<file path="config.mk">
export PLATFORM = sky130hd
export DESIGN_NAME = esc_reversal_sequencer_core
export DESIGN_NICKNAME = d
export VERILOG_FILES = /design/src/design/esc_rs_pkg.sv /design/src/design/esc_reversal_sequencer_core.sv /design/src/design/esc_rs_div.sv
export SDC_FILE = /design/constraint.sdc
export NUM_CORES = 1
export LEC_CHECK = 0
export ABC_AREA = 1
export ABC_CLOCK_PERIOD_IN_PS = 7000
export BUFFER_PORTS_ARGS = -buffer_cell sky130_fd_sc_hd__buf_2
export CORE_UTILIZATION = 35
export CTS_BUF_LIST = sky130_fd_sc_hd__clkbuf_4
export CTS_CLUSTER_SIZE = 40
export DETAILED_ROUTE_END_ITERATION = 10
export GPL_TIMING_DRIVEN = 0
export PLACE_DENSITY = 0.49
export SYNTH_ARGS = -nofsm -noshare
export SYNTH_HDL_FRONTEND = slang
export SYNTH_SLANG_ARGS = --single-unit
</file>
<file path="constraint.sdc">
create_clock -name clk -period 7 [get_ports clk]
set_clock_uncertainty 0.2 [all_clocks]
set_input_delay 1.75 -clock clk [delete_from_list [all_inputs] [get_ports clk]]
set_output_delay 1.75 -clock clk [all_outputs]
set_load 0.005 [all_outputs]
</file>
<file path="src/design/esc_rs_pkg.sv">
`default_nettype none

package esc_rs_pkg;

	localparam int SPEED_W = 16;
	localparam int TIME_W = 32;
	localparam int PULSE_W = 16;
	localparam int MODE_W = 4;
	localparam int PCT_W = 7;
	localparam int CFG_ADDR_W = 3;
	localparam int CFG_DATA_W = 16;

	localparam int IN_TDATA_W = 48;
	localparam int OUT_TDATA_W = 24;

	localparam int DIV_NW = 23;
	localparam int DIV_DW = 16;
	localparam int DIV_CNT_W = 5;

	localparam logic [CFG_ADDR_W-1:0] CFG_MIN_PULSE = 3'd0;
	localparam logic [CFG_ADDR_W-1:0] CFG_MAX_PULSE = 3'd1;
	localparam logic [CFG_ADDR_W-1:0] CFG_MAX_FWD = 3'd2;
	localparam logic [CFG_ADDR_W-1:0] CFG_MAX_REV = 3'd3;
	localparam logic [CFG_ADDR_W-1:0] CFG_BRAKE_TIME = 3'd4;
	localparam logic [CFG_ADDR_W-1:0] CFG_GAP_TIME = 3'd5;

	localparam logic [15:0] RST_MIN_PULSE = 16'd3200;
	localparam logic [15:0] RST_MAX_PULSE = 16'd6400;
	localparam logic [14:0] RST_MAX_FWD = 15'd2000;
	localparam logic signed [15:0] RST_MAX_REV = -16'sd2000;
	localparam logic [15:0] RST_BRAKE_TIME = 16'd120;
	localparam logic [15:0] RST_GAP_TIME = 16'd120;

	localparam logic [MODE_W-1:0] MODE_NEUTRAL = 4'd0;
	localparam logic [MODE_W-1:0] MODE_N2R_TAP = 4'd1;
	localparam logic [MODE_W-1:0] MODE_N2R_GAP = 4'd2;
	localparam logic [MODE_W-1:0] MODE_FWD_HOLD = 4'd3;
	localparam logic [MODE_W-1:0] MODE_FWD_TAP = 4'd4;
	localparam logic [MODE_W-1:0] MODE_FWD_GAP = 4'd5;
	localparam logic [MODE_W-1:0] MODE_REV_HOLD = 4'd6;
	localparam logic [MODE_W-1:0] MODE_REV_TAP = 4'd7;
	localparam logic [MODE_W-1:0] MODE_REV_GAP = 4'd8;

	localparam logic [PCT_W-1:0] DUTY_NEUTRAL = 7'd50;
	localparam logic [PCT_W-1:0] DUTY_BRAKE_REV = 7'd40;
	localparam logic [PCT_W-1:0] DUTY_BRAKE_FWD = 7'd60;
	localparam logic [PCT_W-1:0] DUTY_FULL = 7'd100;
	localparam logic [PCT_W-1:0] DUTY_ZERO = 7'd0;
	localparam logic [5:0] HALF_SCALE = 6'd50;
	localparam logic [DIV_DW-1:0] PCT_DIVISOR = 16'd100;

endpackage

`default_nettype wire

</file>
<file path="src/design/esc_reversal_sequencer_core.sv">
// A tick that writes the compare value passes the tick, multiply, divide and done states,
// a tick without a write goes from tick to done; a speed command goes from command to done,
// or through divide for a scaling division. One transaction at a time: the 23-step
// bit-serial divider and a stalled output both hold the input off. Reset is asynchronous,
// active low; all but the input, duty and output data registers reset, mode to neutral.
`default_nettype none

module esc_reversal_sequencer_core (
	input  logic                                  clk,
	input  logic                                  arst_n,
	input  logic                                  cfg_we,
	input  logic [esc_rs_pkg::CFG_ADDR_W-1:0]     cfg_addr,
	input  logic [esc_rs_pkg::CFG_DATA_W-1:0]     cfg_wdata,
	input  logic                                  s_axis_tvalid,
	output logic                                  s_axis_tready,
	// speed [15:0], now_ms [47:16]
	input  logic [esc_rs_pkg::IN_TDATA_W-1:0]     s_axis_tdata,
	// func [0]
	input  logic                                  s_axis_tuser,
	output logic                                  m_axis_tvalid,
	input  logic                                  m_axis_tready,
	// pulse_ticks [15:0], pulse_written [16], motor_mode [20:17], going_forward [21]
	output logic [esc_rs_pkg::OUT_TDATA_W-1:0]    m_axis_tdata
);
	import esc_rs_pkg::*;

	localparam logic [2:0] ST_IDLE = 3'd0;
	localparam logic [2:0] ST_CMD = 3'd1;
	localparam logic [2:0] ST_TICK = 3'd2;
	localparam logic [2:0] ST_MUL = 3'd3;
	localparam logic [2:0] ST_DIV = 3'd4;
	localparam logic [2:0] ST_DONE = 3'd5;

	logic [2:0] state_q;

	logic [15:0]        min_pulse_q;
	logic [15:0]        max_pulse_q;
	logic [14:0]        max_fwd_q;
	logic signed [15:0] max_rev_q;
	logic [15:0]        brake_time_q;
	logic [15:0]        gap_time_q;

	logic               func_q;
	logic signed [15:0] speed_q;
	logic [TIME_W-1:0]  now_q;

	logic [MODE_W-1:0]  mode_q;
	logic               fwd_flag_q;
	logic               target_zero_q;
	logic [PCT_W-1:0]   target_duty_q;
	logic               target_dir_q;
	logic [TIME_W-1:0]  deadline_q;
	logic [PULSE_W-1:0] last_pulse_q;
	logic               wrote_q;
	logic [PCT_W-1:0]   pct_q;

	logic                   out_valid_q;
	logic [OUT_TDATA_W-1:0] out_data_q;
	logic                   out_load;

	logic [MODE_W-1:0] nxt_mode;
	logic              nxt_fwd;
	logic [TIME_W-1:0] nxt_deadline;
	logic [PCT_W-1:0]  nxt_pct;
	logic              nxt_wr;
	logic [TIME_W-1:0] diff;
	logic              reached;
	logic              same_dir;

	logic [15:0]       abs_v;
	logic              at_fwd_lim;
	logic              at_rev_lim;
	logic [15:0]       span;

	logic              div_start;
	logic [DIV_NW-1:0] div_dividend;
	logic [DIV_DW-1:0] div_divisor;
	logic [DIV_NW-1:0] div_quot;
	logic              div_done;

	assign s_axis_tready = (state_q == ST_IDLE);
	assign out_load = (state_q == ST_DONE) && (!out_valid_q || m_axis_tready);

	assign abs_v = speed_q[15] ? 16'(-speed_q) : 16'(speed_q);
	assign at_fwd_lim = (speed_q >= $signed({1'b0, max_fwd_q}));
	assign at_rev_lim = (speed_q <= max_rev_q);
	assign span = (max_pulse_q >= min_pulse_q) ? (max_pulse_q - min_pulse_q) : 16'd0;

	assign diff = now_q - deadline_q;
	assign reached = !diff[TIME_W-1];
	assign same_dir = (mode_q == MODE_FWD_HOLD) ? target_dir_q : !target_dir_q;

	always_comb begin
		nxt_mode = mode_q;
		nxt_fwd = fwd_flag_q;
		nxt_deadline = deadline_q;
		nxt_pct = DUTY_NEUTRAL;
		nxt_wr = 1'b0;
		case (mode_q)
			MODE_N2R_TAP, MODE_FWD_TAP, MODE_REV_TAP: begin
				if (reached) begin
					nxt_wr = 1'b1;
					nxt_deadline = now_q + {16'd0, gap_time_q};
					nxt_mode = mode_q + 1'b1;
				end
			end
			MODE_N2R_GAP, MODE_FWD_GAP, MODE_REV_GAP: begin
				if (reached) begin
					nxt_wr = 1'b1;
					if (target_zero_q) begin
						nxt_mode = MODE_NEUTRAL;
					end else begin
						nxt_pct = target_duty_q;
						nxt_fwd = target_dir_q;
						nxt_mode = target_dir_q ? MODE_FWD_HOLD : MODE_REV_HOLD;
					end
				end
			end
			MODE_FWD_HOLD, MODE_REV_HOLD: begin
				nxt_wr = 1'b1;
				if (target_zero_q) begin
					nxt_mode = MODE_NEUTRAL;
				end else if (same_dir) begin
					nxt_pct = target_duty_q;
				end else begin
					nxt_pct = (mode_q == MODE_FWD_HOLD) ? DUTY_BRAKE_REV : DUTY_BRAKE_FWD;
					nxt_deadline = now_q + {16'd0, brake_time_q};
					nxt_mode = (mode_q == MODE_FWD_HOLD) ? MODE_FWD_TAP : MODE_REV_TAP;
				end
			end
			default: begin
				nxt_wr = 1'b1;
				nxt_mode = MODE_NEUTRAL;
				if (!target_zero_q) begin
					if (target_dir_q) begin
						nxt_pct = target_duty_q;
						nxt_fwd = 1'b1;
						nxt_mode = MODE_FWD_HOLD;
					end else begin
						nxt_pct = DUTY_BRAKE_REV;
						nxt_deadline = now_q + {16'd0, brake_time_q};
						nxt_mode = MODE_N2R_TAP;
					end
				end
			end
		endcase
	end

	always_comb begin
		div_start = 1'b0;
		div_dividend = DIV_NW'(span) * DIV_NW'(pct_q);
		div_divisor = PCT_DIVISOR;
		case (state_q)
			ST_CMD: begin
				div_dividend = DIV_NW'(abs_v) * DIV_NW'(HALF_SCALE);
				div_divisor = speed_q[15] ? 16'(-max_rev_q) : {1'b0, max_fwd_q};
				div_start = (speed_q != 16'sd0) && !at_fwd_lim && !at_rev_lim;
			end
			ST_MUL: begin
				div_start = 1'b1;
			end
			default: begin
				div_start = 1'b0;
			end
		endcase
	end

	esc_rs_div u_div (
		.clk      (clk),
		.arst_n   (arst_n),
		.start    (div_start),
		.dividend (div_dividend),
		.divisor  (div_divisor),
		.quotient (div_quot),
		.done     (div_done)
	);

	always_ff @(posedge clk or negedge arst_n) begin
		if (!arst_n) begin
			min_pulse_q <= RST_MIN_PULSE;
			max_pulse_q <= RST_MAX_PULSE;
			max_fwd_q <= RST_MAX_FWD;
			max_rev_q <= RST_MAX_REV;
			brake_time_q <= RST_BRAKE_TIME;
			gap_time_q <= RST_GAP_TIME;
		end else if (cfg_we) begin
			case (cfg_addr)
				CFG_MIN_PULSE: min_pulse_q <= cfg_wdata;
				CFG_MAX_PULSE: max_pulse_q <= cfg_wdata;
				CFG_MAX_FWD: max_fwd_q <= cfg_wdata[14:0];
				CFG_MAX_REV: max_rev_q <= $signed(cfg_wdata);
				CFG_BRAKE_TIME: brake_time_q <= cfg_wdata;
				CFG_GAP_TIME: gap_time_q <= cfg_wdata;
				default: begin
				end
			endcase
		end
	end

	always_ff @(posedge clk or negedge arst_n) begin
		if (!arst_n) begin
			state_q <= ST_IDLE;
			mode_q <= MODE_NEUTRAL;
			fwd_flag_q <= 1'b1;
			target_zero_q <= 1'b1;
			target_duty_q <= DUTY_NEUTRAL;
			target_dir_q <= 1'b1;
			deadline_q <= '0;
			last_pulse_q <= '0;
			wrote_q <= 1'b0;
			out_valid_q <= 1'b0;
		end else begin
			if (out_load) begin
				out_valid_q <= 1'b1;
			end else if (m_axis_tready) begin
				out_valid_q <= 1'b0;
			end
			case (state_q)
				ST_IDLE: begin
					if (s_axis_tvalid) begin
						wrote_q <= 1'b0;
						state_q <= s_axis_tuser ? ST_TICK : ST_CMD;
					end
				end
				ST_CMD: begin
					target_zero_q <= (speed_q == 16'sd0);
					if (speed_q == 16'sd0) begin
						target_duty_q <= DUTY_NEUTRAL;
						state_q <= ST_DONE;
					end else begin
						target_dir_q <= !speed_q[15];
						if (at_fwd_lim) begin
							target_duty_q <= DUTY_FULL;
							state_q <= ST_DONE;
						end else if (at_rev_lim) begin
							target_duty_q <= DUTY_ZERO;
							state_q <= ST_DONE;
						end else begin
							state_q <= ST_DIV;
						end
					end
				end
				ST_TICK: begin
					mode_q <= nxt_mode;
					fwd_flag_q <= nxt_fwd;
					deadline_q <= nxt_deadline;
					wrote_q <= nxt_wr;
					state_q <= nxt_wr ? ST_MUL : ST_DONE;
				end
				ST_MUL: begin
					state_q <= ST_DIV;
				end
				ST_DIV: begin
					if (div_done) begin
						if (func_q) begin
							last_pulse_q <= min_pulse_q + div_quot[PULSE_W-1:0];
						end else if (speed_q[15]) begin
							target_duty_q <= DUTY_NEUTRAL - div_quot[PCT_W-1:0];
						end else begin
							target_duty_q <= DUTY_NEUTRAL + div_quot[PCT_W-1:0];
						end
						state_q <= ST_DONE;
					end
				end
				ST_DONE: begin
					if (out_load) begin
						state_q <= ST_IDLE;
					end
				end
				default: begin
					state_q <= ST_IDLE;
				end
			endcase
		end
	end

	always_ff @(posedge clk) begin
		if (s_axis_tvalid && s_axis_tready) begin
			func_q <= s_axis_tuser;
			speed_q <= $signed(s_axis_tdata[SPEED_W-1:0]);
			now_q <= s_axis_tdata[SPEED_W+TIME_W-1:SPEED_W];
		end
		if (state_q == ST_TICK) begin
			pct_q <= nxt_pct;
		end
		if (out_load) begin
			out_data_q <= {2'b00, fwd_flag_q, mode_q, wrote_q, last_pulse_q};
		end
	end

	assign m_axis_tvalid = out_valid_q;
	assign m_axis_tdata = out_data_q;

endmodule

`default_nettype wire

</file>
<file path="src/design/esc_rs_div.sv">
`default_nettype none

module esc_rs_div (
	input  logic                          clk,
	input  logic                          arst_n,
	input  logic                          start,
	input  logic [esc_rs_pkg::DIV_NW-1:0] dividend,
	input  logic [esc_rs_pkg::DIV_DW-1:0] divisor,
	output logic [esc_rs_pkg::DIV_NW-1:0] quotient,
	output logic                          done
);
	import esc_rs_pkg::*;

	logic [DIV_NW-1:0]    quo_q;
	logic [DIV_DW-1:0]    rem_q;
	logic [DIV_DW-1:0]    dsr_q;
	logic [DIV_CNT_W-1:0] cnt_q;
	logic                 busy_q;
	logic                 done_q;
	logic [DIV_DW:0]      rem_sh;
	logic [DIV_DW+1:0]    trial;

	// One quotient bit per cycle, restoring form.
	assign rem_sh = {rem_q, quo_q[DIV_NW-1]};
	assign trial = {1'b0, rem_sh} - {2'b00, dsr_q};

	always_ff @(posedge clk or negedge arst_n) begin
		if (!arst_n) begin
			cnt_q <= '0;
			busy_q <= 1'b0;
			done_q <= 1'b0;
		end else if (start) begin
			cnt_q <= DIV_CNT_W'(DIV_NW);
			busy_q <= 1'b1;
			done_q <= 1'b0;
		end else if (busy_q) begin
			cnt_q <= cnt_q - 1'b1;
			if (cnt_q == DIV_CNT_W'(1)) begin
				busy_q <= 1'b0;
				done_q <= 1'b1;
			end
		end else begin
			done_q <= 1'b0;
		end
	end

	always_ff @(posedge clk) begin
		if (start) begin
			quo_q <= dividend;
			rem_q <= '0;
			dsr_q <= divisor;
		end else if (busy_q) begin
			if (!trial[DIV_DW+1]) begin
				rem_q <= trial[DIV_DW-1:0];
				quo_q <= {quo_q[DIV_NW-2:0], 1'b1};
			end else begin
				rem_q <= rem_sh[DIV_DW-1:0];
				quo_q <= {quo_q[DIV_NW-2:0], 1'b0};
			end
		end
	end

	assign quotient = quo_q;
	assign done = done_q;

endmodule

`default_nettype wire

</file>
==> results.ini, run 1 <==
[cts]
clk_pin_slew_ps = 80
clock_path_buffers = 3
cts_tree = built
cts_hold_buffers = 0
cts_root_buffer = clkbuf_4
clock-sinks = 302
tritoncts.num_buffers = 85
h-tree-depth = 3
clkLatencyLatePin_ps = 830

[status]
status = complete, but fails checks
failed_checks = DRC

[drt]
drt-total-wl_mm = 71.9
antenna_left = 0
drc = 6
drt_iter0_drc = 1242
avgRoutedWirePerCell_um = 17.4
vias = 20600
first_pass_iters = 11
vias_per_cell = 4.99

[synth]
ys_seq_area_frac = 0.346
yosys.area.top_type = edfxtp_1
synth.avg_cell_area_um2 = 7.81
synth_enable_flop_cells = 117
yosysTopAreaCellShare = 0.150
netlist_top_cells_count = nand2_1 (749), inv_1 (454), nor2_1 (243)
synth.most_common_cell = nand2_1
async_reset_ff_frac = 0.560
yosys-top-cells-area = edfxtp_1 (15%), dfrtp_1 (15%), ha_1 (12%), nand2_1 (12%), inv_1 (7.3%)
synthFlopType = dfrtp_1
ys_types = 49
yosysWarnings = 0
synthCells = 3002
syn-cell-area_um2 = 23400
ys_ff_latch = 302

[power_and_ir_drop]
swShare = 0.525
power_density_nw_per_um2 = 555
irDropWorstVdd_mv = 0.202
p_int_mw = 6.98
p_clk_frac = 0.120
p_leak_nw = 13.2
p_seq_frac = 0.205
p_comb_frac = 0.675
p_switching_mw = 7.70

[finish]
fillCellCount = 6869
fin_nets = 3581
final_core_util = 0.401
drive_above_1_share = 0.116
postLayoutCellArea_um2 = 26500
synthToLayoutAreaGrowth_pct = 12.9

[global_routing]
grt_overflow = 0
grt_max_degree = 87
grt_pass1_vias = 20900
grt_antenna_before_repair = 2
grt_first_pass_wirelength_mm = 115
grtUsageTotal = 0.217

[critical_path]
r2r-end = u_div.quotient[22]$_DFFE_PP_
crit_type = reg2reg
start_kind = register
r2r_cells = 25
cp_data_required_time_ps = 7360
reg2reg_slack_ps = 260
cp-end-kind = register
crit_arrival_ps = 7100
critPathSlowestCell = dfstp_2
critPathMaxFanout = 10
cpPeakStageDelay_ps = 560
critical_path.top_delay_family = adder cells
critPathBufInv = 4
r2r_start = min_pulse_q[11]$_DFFE_PN1P_

[floorplanning]
core_um2 = 66000
die_w_um = 261
fp.dieH_um = 261
rows = 94
dieArea_um2 = 68000
start_util = 0.355
num_io_pins = 99

[worst_hold_path]
min_path_cells = 0
hold_start = last_pulse_q[2]$_DFFE_PN0P_
holdPathEnd = m_axis_tdata[2]$_DFFE_PP_
min_path_type = reg2reg

[place]
gp_congestion = 0.921
post-place-ws_ps = -410
place_area_um2 = 25100
io_buffer_count = 96
hpwlAfterDp_mm = 58.0

[sta]
slew_violations = 0
period_needed_ps = 6740
max_freq_ghz = 0.148
rsz0062_at_grt = true
report.final.hold_viol_count = 0
timing.hold.ws_ps = 241
fin_crit_sh = 0.962
tightest_slew_ps = 1230
setup_violations = 0
relSlewSlack = 0.175
setup_slack_ps = 263

[job]
cap_violations = 0

[registers in the layout (all words and copies together) (netlist names), 7 cells and up]
| signal | cells |
|---|---|
| brake_time_q | 16 |
| u_div.rem_q | 16 |
| max_rev_q | 16 |
| min_pulse_q | 16 |
| max_fwd_q | 15 |
| m_axis_tdata | 22 |
| gap_time_q | 16 |
| u_div.quotient | 23 |
| speed_q | 16 |
| pct_q | 7 |
| max_pulse_q | 16 |
| u_div.dsr_q | 16 |
| deadline_q | 32 |
| target_duty_q | 7 |
| now_q | 32 |
| last_pulse_q | 16 |
[area by class of cell]
cell class	instances	area [µm²]	share of cell area
diodes	3	7.51	0.000284
plain buffers	71	337	0.0127
clock buffers	135	1010	0.0383
clock inverters	23	164	0.00619
inverters	464	1740	0.0658
multi-input cells	2166	13400	0.507
flip-flops and latches	302	8100	0.306
well taps	864	1080	0.0409
repair buffers	105	598	0.0226
[timing repair]
action | CTS | global route
pin swaps | 2 | 6
setup buffers | 1 | 4
endpoints found under the setup margin | 16 | 16
resized for setup | 9 | 33
endpoints found under the hold margin | 0 | 0
[per-layer routing]
metal	track usage	vias to the layer above	share of wire
li1	-	10200	-
met1	0.282	9813	0.46
met2	0.369	456	0.48
met3	0.0285	124	0.040
met4	0.0733	0	0.028
met5	0	-	0
[cell families (layout without fill, tap and decap cells)]
kind of cell	Yosys count	in the layout	synth area share
fa+ha+maj	313	313	0.194
xor+xnor	80	80	0.0299
other cells	1	5	0.000160
compound gates	501	501	0.116
simple gates	1270	1270	0.226
buf+inv	535	798	0.0882
flops	302	302	0.346
[metrics by stage]
stage / cells / power, mW / TNS (ps)
after global routing: 4131 / 16.5 / -251
after floorplan: 3003 / 9.94 / 0
after global placement: 3963 / 12.6 / -2320
after CTS: 4126 / 14.7 / 0
final: 4133 / 14.7 / 0
after detailed placement: 3967 / 12.7 / -2770
[worst max-delay path by stage]
stage | startpoint | endpoint | slack [ps] | cells after the start
after floorplan | min_pulse_q[0]$_DFFE_PN0P_ | u_div.quotient[13]$_DFFE_PP_ | 700 | 31
after global placement | min_pulse_q[0]$_DFFE_PN0P_ | u_div.quotient[17]$_DFFE_PP_ | -380 | 31
after detailed placement | min_pulse_q[0]$_DFFE_PN0P_ | u_div.quotient[17]$_DFFE_PP_ | -410 | 31
after CTS | min_pulse_q[11]$_DFFE_PN1P_ | u_div.quotient[21]$_DFFE_PP_ | 50 | 25
after global routing | min_pulse_q[11]$_DFFE_PN1P_ | u_div.quotient[12]$_DFFE_PP_ | -60 | 23
final | min_pulse_q[11]$_DFFE_PN1P_ | u_div.quotient[22]$_DFFE_PP_ | 260 | 25
[cells in the final DEF, fill, tap and decap left out, types with 13 or more instances in the layout]
cell type	netlist	routed
a21o_1	13	13
a21oi_1	172	168
buf_2	15	108
clkbuf_1	47	46
clkbuf_4	0	135
clkinv_1	2	16
dfrtp_1	136	136
dfstp_2	33	33
dfxtp_1	16	16
edfxtp_1	117	117
fa_1	84	84
ha_1	229	228
inv_1	454	454
nand2_1	749	743
nand3_1	143	136
nand4_1	58	58
nor2_1	243	240
nor3_1	32	29
o21ai_0	224	221
o21ai_1	21	22
or2_2	13	13
xnor2_1	32	32
xor2_1	48	48
[power by group through the flow]
| stage | combinational (mW) | sequential, mW | clock (mW) |
|---|---|---|---|
| 3_3_place_gp | 9.59 | 3.04 | 0 |
| 4_1_cts | 9.81 | 3.01 | 1.84 |
| 3_5_place_dp | 9.68 | 3.04 | 0 |
| 6_report | 9.90 | 3.01 | 1.77 |
| 2_1_floorplan | 7.13 | 2.81 | 0 |
| 5_1_grt | 11.5 | 3.07 | 1.93 |
Note: power is estimated with default switching activity, not from simulation.
==> run 2: changes to the inputs <==
--- a/config.mk
+++ b/config.mk
@@ -5,7 +5,6 @@
 export SDC_FILE = /design/constraint.sdc
 export NUM_CORES = 1
 export LEC_CHECK = 0
-export ABC_AREA = 1
 export ABC_CLOCK_PERIOD_IN_PS = 7000
 export BUFFER_PORTS_ARGS = -buffer_cell sky130_fd_sc_hd__buf_2
 export CORE_UTILIZATION = 35
==> run 2 against run 1 <==
Compared with the run above:
- the run ends with setup timing left
- area after synthesis shrank 4.3%
- sequential cell count is the same
- power is essentially flat
- via count is 14% lower
- utilization grew 1.5 points
- first-iteration DRC count is 27% lower
- worst hold slack worse by 3.6 ps
- combinational power about the same
- clock power shrank 3%
- global-route usage fell by 1.6 points
- critical path type unchanged
- largest cell class unchanged
==> results.ini, run 2 <==
[status]
status = complete, but fails checks
failed_checks = setup timing

[power_and_ir_drop]
power_density_nw_per_um2 = 558
p_leak_nw = 11.8
irDropWorstVdd_mv = 0.335
total_power_mw = 14.7

[sta]
rsz0062_at_grt = true
max_freq_ghz = 0.143
tightest_slew_ps = 1100
period_needed_ps = 7010
report.final.hold_viol_count = 0
relSlewSlack = 0.262
fin_crit_sh = 1.00
setup_violations = 2
slew_violations = 0
setup_slack_ps = -8.77

[cts]
cts_root_buffer = clkbuf_4
h-tree-depth = 3
clkLatencyLatePin_ps = 840
cts_tree = built
clock_path_buffers = 3
clock-sinks = 302
tritoncts.num_buffers = 87
clk_pin_slew_ps = 70

[global_routing]
grt_first_pass_wirelength_mm = 101
gr-usage-met3 = 0.0356
grt_antenna_before_repair = 1
grtUsageTotal = 0.201
grt_overflow = 0
grt_util_met1 = 0.261
use_met2 = 0.332
grt_max_degree = 109
grt_pass1_vias = 18200
grt_busiest_layer = met2

[floorplanning]
dieArea_um2 = 65100
num_io_pins = 99
fp.dieH_um = 255
start_util = 0.355
rows = 92
die_w_um = 255
core_um2 = 63200

[place]
post-place-ws_ps = -1160
gp_congestion = 0.883
place_area_um2 = 24000
dpl.cell_count = 3265
io_buffer_count = 95
hpwlAfterDp_mm = 49.6

[drt]
drt-total-wl_mm = 64.4
first_pass_iters = 5
avgRoutedWirePerCell_um = 18.6
drt_iter0_drc = 910
antenna_left = 0
vias = 17800
vias_per_cell = 5.13
drc = 0

[critical_path]
critical_path.top_delay_family = adder cells
start_kind = register
critPathMaxFanout = 7
cpPeakStageDelay_ps = 550
crit_start = min_pulse_q[0]$_DFFE_PN0P_
r2r_start = min_pulse_q[0]$_DFFE_PN0P_
crit_cells = 29
crit_arrival_ps = 7310
critPathBufInv = 5
critPathSlowestCell = fa_1
cp-end-kind = register
cp_data_required_time_ps = 7300
r2r_cells = 29
crit_type = reg2reg
cp_common_cell = fa_1
reg2reg_slack_ps = -9

[synth]
synth.most_common_cell = inv_1
synthCells = 2320
synth_enable_flop_cells = 117
ys_types = 80
synthFlopType = dfrtp_1
yosysTopAreaCellShare = 0.157
yosysWarnings = 0
ys_seq_area_frac = 0.361
yosys-top-cells-area = edfxtp_1 (16%), dfrtp_1 (15%), ha_1 (13%), fa_1 (7.5%), inv_1 (4.5%)
ys_ff_latch = 302
async_reset_ff_frac = 0.560
synth.avg_cell_area_um2 = 9.66
yosys.area.top_type = edfxtp_1
syn-cell-area_um2 = 22400
netlist_top_cells_count = inv_1 (266), ha_1 (229), nand2_1 (215)

[job]
cap_violations = 0

[finish]
postLayoutCellArea_um2 = 26300
final_common_cell = inv_1
synthToLayoutAreaGrowth_pct = 17.3
fin_nets = 2933
fin_cells = 3467
layout_common_cells = inv_1 (255), ha_1 (212), nand2_1 (207), nor2_1 (167)
fillCellCount = 6265
drive_above_1_share = 0.207

[worst_hold_path]
min_path_type = reg2reg
min_path_cells = 0
hold_start = last_pulse_q[9]$_DFFE_PN0P_

run 2: changes by cell type after synthesis, sizes merged, moves of 24 or more:
cell and delta:
nand2 -539, inv -196, o21ai -134, nand3 -96, mux2 +78, nor2 -64
xnor2 +55, mux2i +52, and3 +47, nand4 -42, a21oi -41, a211oi +24
and2 +24
run 2: per-layer routing:
layer / wire length, µm / share of wire
met5: 0 / 0
met4: 2140 / 0.033
met3: 3230 / 0.050
met2: 30100 / 0.47
met1: 28900 / 0.45
run 2: final cells by class:
| cell class | count | area (µm²) | share of cell area |
|---|---|---|---|
| diodes | 1 | 2.50 | 0.0000952 |
| plain buffers | 69 | 338 | 0.0128 |
| clock buffers | 136 | 1020 | 0.0388 |
| clock inverters | 26 | 143 | 0.00542 |
| inverters | 266 | 998 | 0.0380 |
| multi-input cells | 1683 | 13800 | 0.524 |
| flip-flops and latches | 302 | 8100 | 0.308 |
| well taps | 846 | 1060 | 0.0403 |
| repair buffers | 138 | 863 | 0.0328 |
run 2: cell families after synthesis:
family	synth area share
AND/OR/NAND/NOR	0.139
AO/OA/AOI/OAI	0.127
buffers and inverters	0.0571
adder cells (fa/ha/maj)	0.203
flip-flops	0.361
multiplexers	0.0624
XOR/XNOR	0.0488
other	0.000167
run 2: report_power, final:
group / switching, mW / internal [mW]
logic: 5.78 / 4.25
clock network: 0.793 / 0.922
registers: 0.415 / 2.50
run 2: what timing repair did:
action,4_1_cts,5_1_grt
gates resized for setup,128,43
setup endpoints to repair,16,11
hold buffers,0,0
cloned,1,0
setup buffers,28,11
pin swaps,56,45
run 2: worst reg2reg max path, delay by kind of cell, from the launching register on:
family / cells / cell delay [ps]
XOR/XNOR: 1 / 270
buffers and inverters: 5 / 590
adder cells (fa/ha/maj): 7 / 2810
AND/OR/NAND/NOR: 4 / 580
AO/OA/AOI/OAI: 12 / 1840
flip-flops: 1 / 440
run 2: final timing paths:
check	end
setup / recovery	u_div.quotient[22]$_DFFE_PP_
hold / removal	m_axis_tdata[9]$_DFFE_PP_
setup reg to reg	u_div.quotient[22]$_DFFE_PP_
hold reg to reg	m_axis_tdata[9]$_DFFE_PP_
max in group asynchronous	u_div.cnt_q[2]$_DFFE_PN0P_
min in group asynchronous	deadline_q[3]$_DFFE_PN0P_
run 2: stage by stage:
| stage | hold WS (ps) | utilization | setup TNS, ps |
|---|---|---|---|
| after floorplan | 219 | - | 0 |
| after CTS | 240 | 0.412 | -90.9 |
| final | 237 | 0.416 | -9.29 |
| after global routing | 242 | 0.416 | -1600 |
| after detailed placement | 233 | 0.380 | -10110 |
| after global placement | 228 | 0.379 | -10540 |
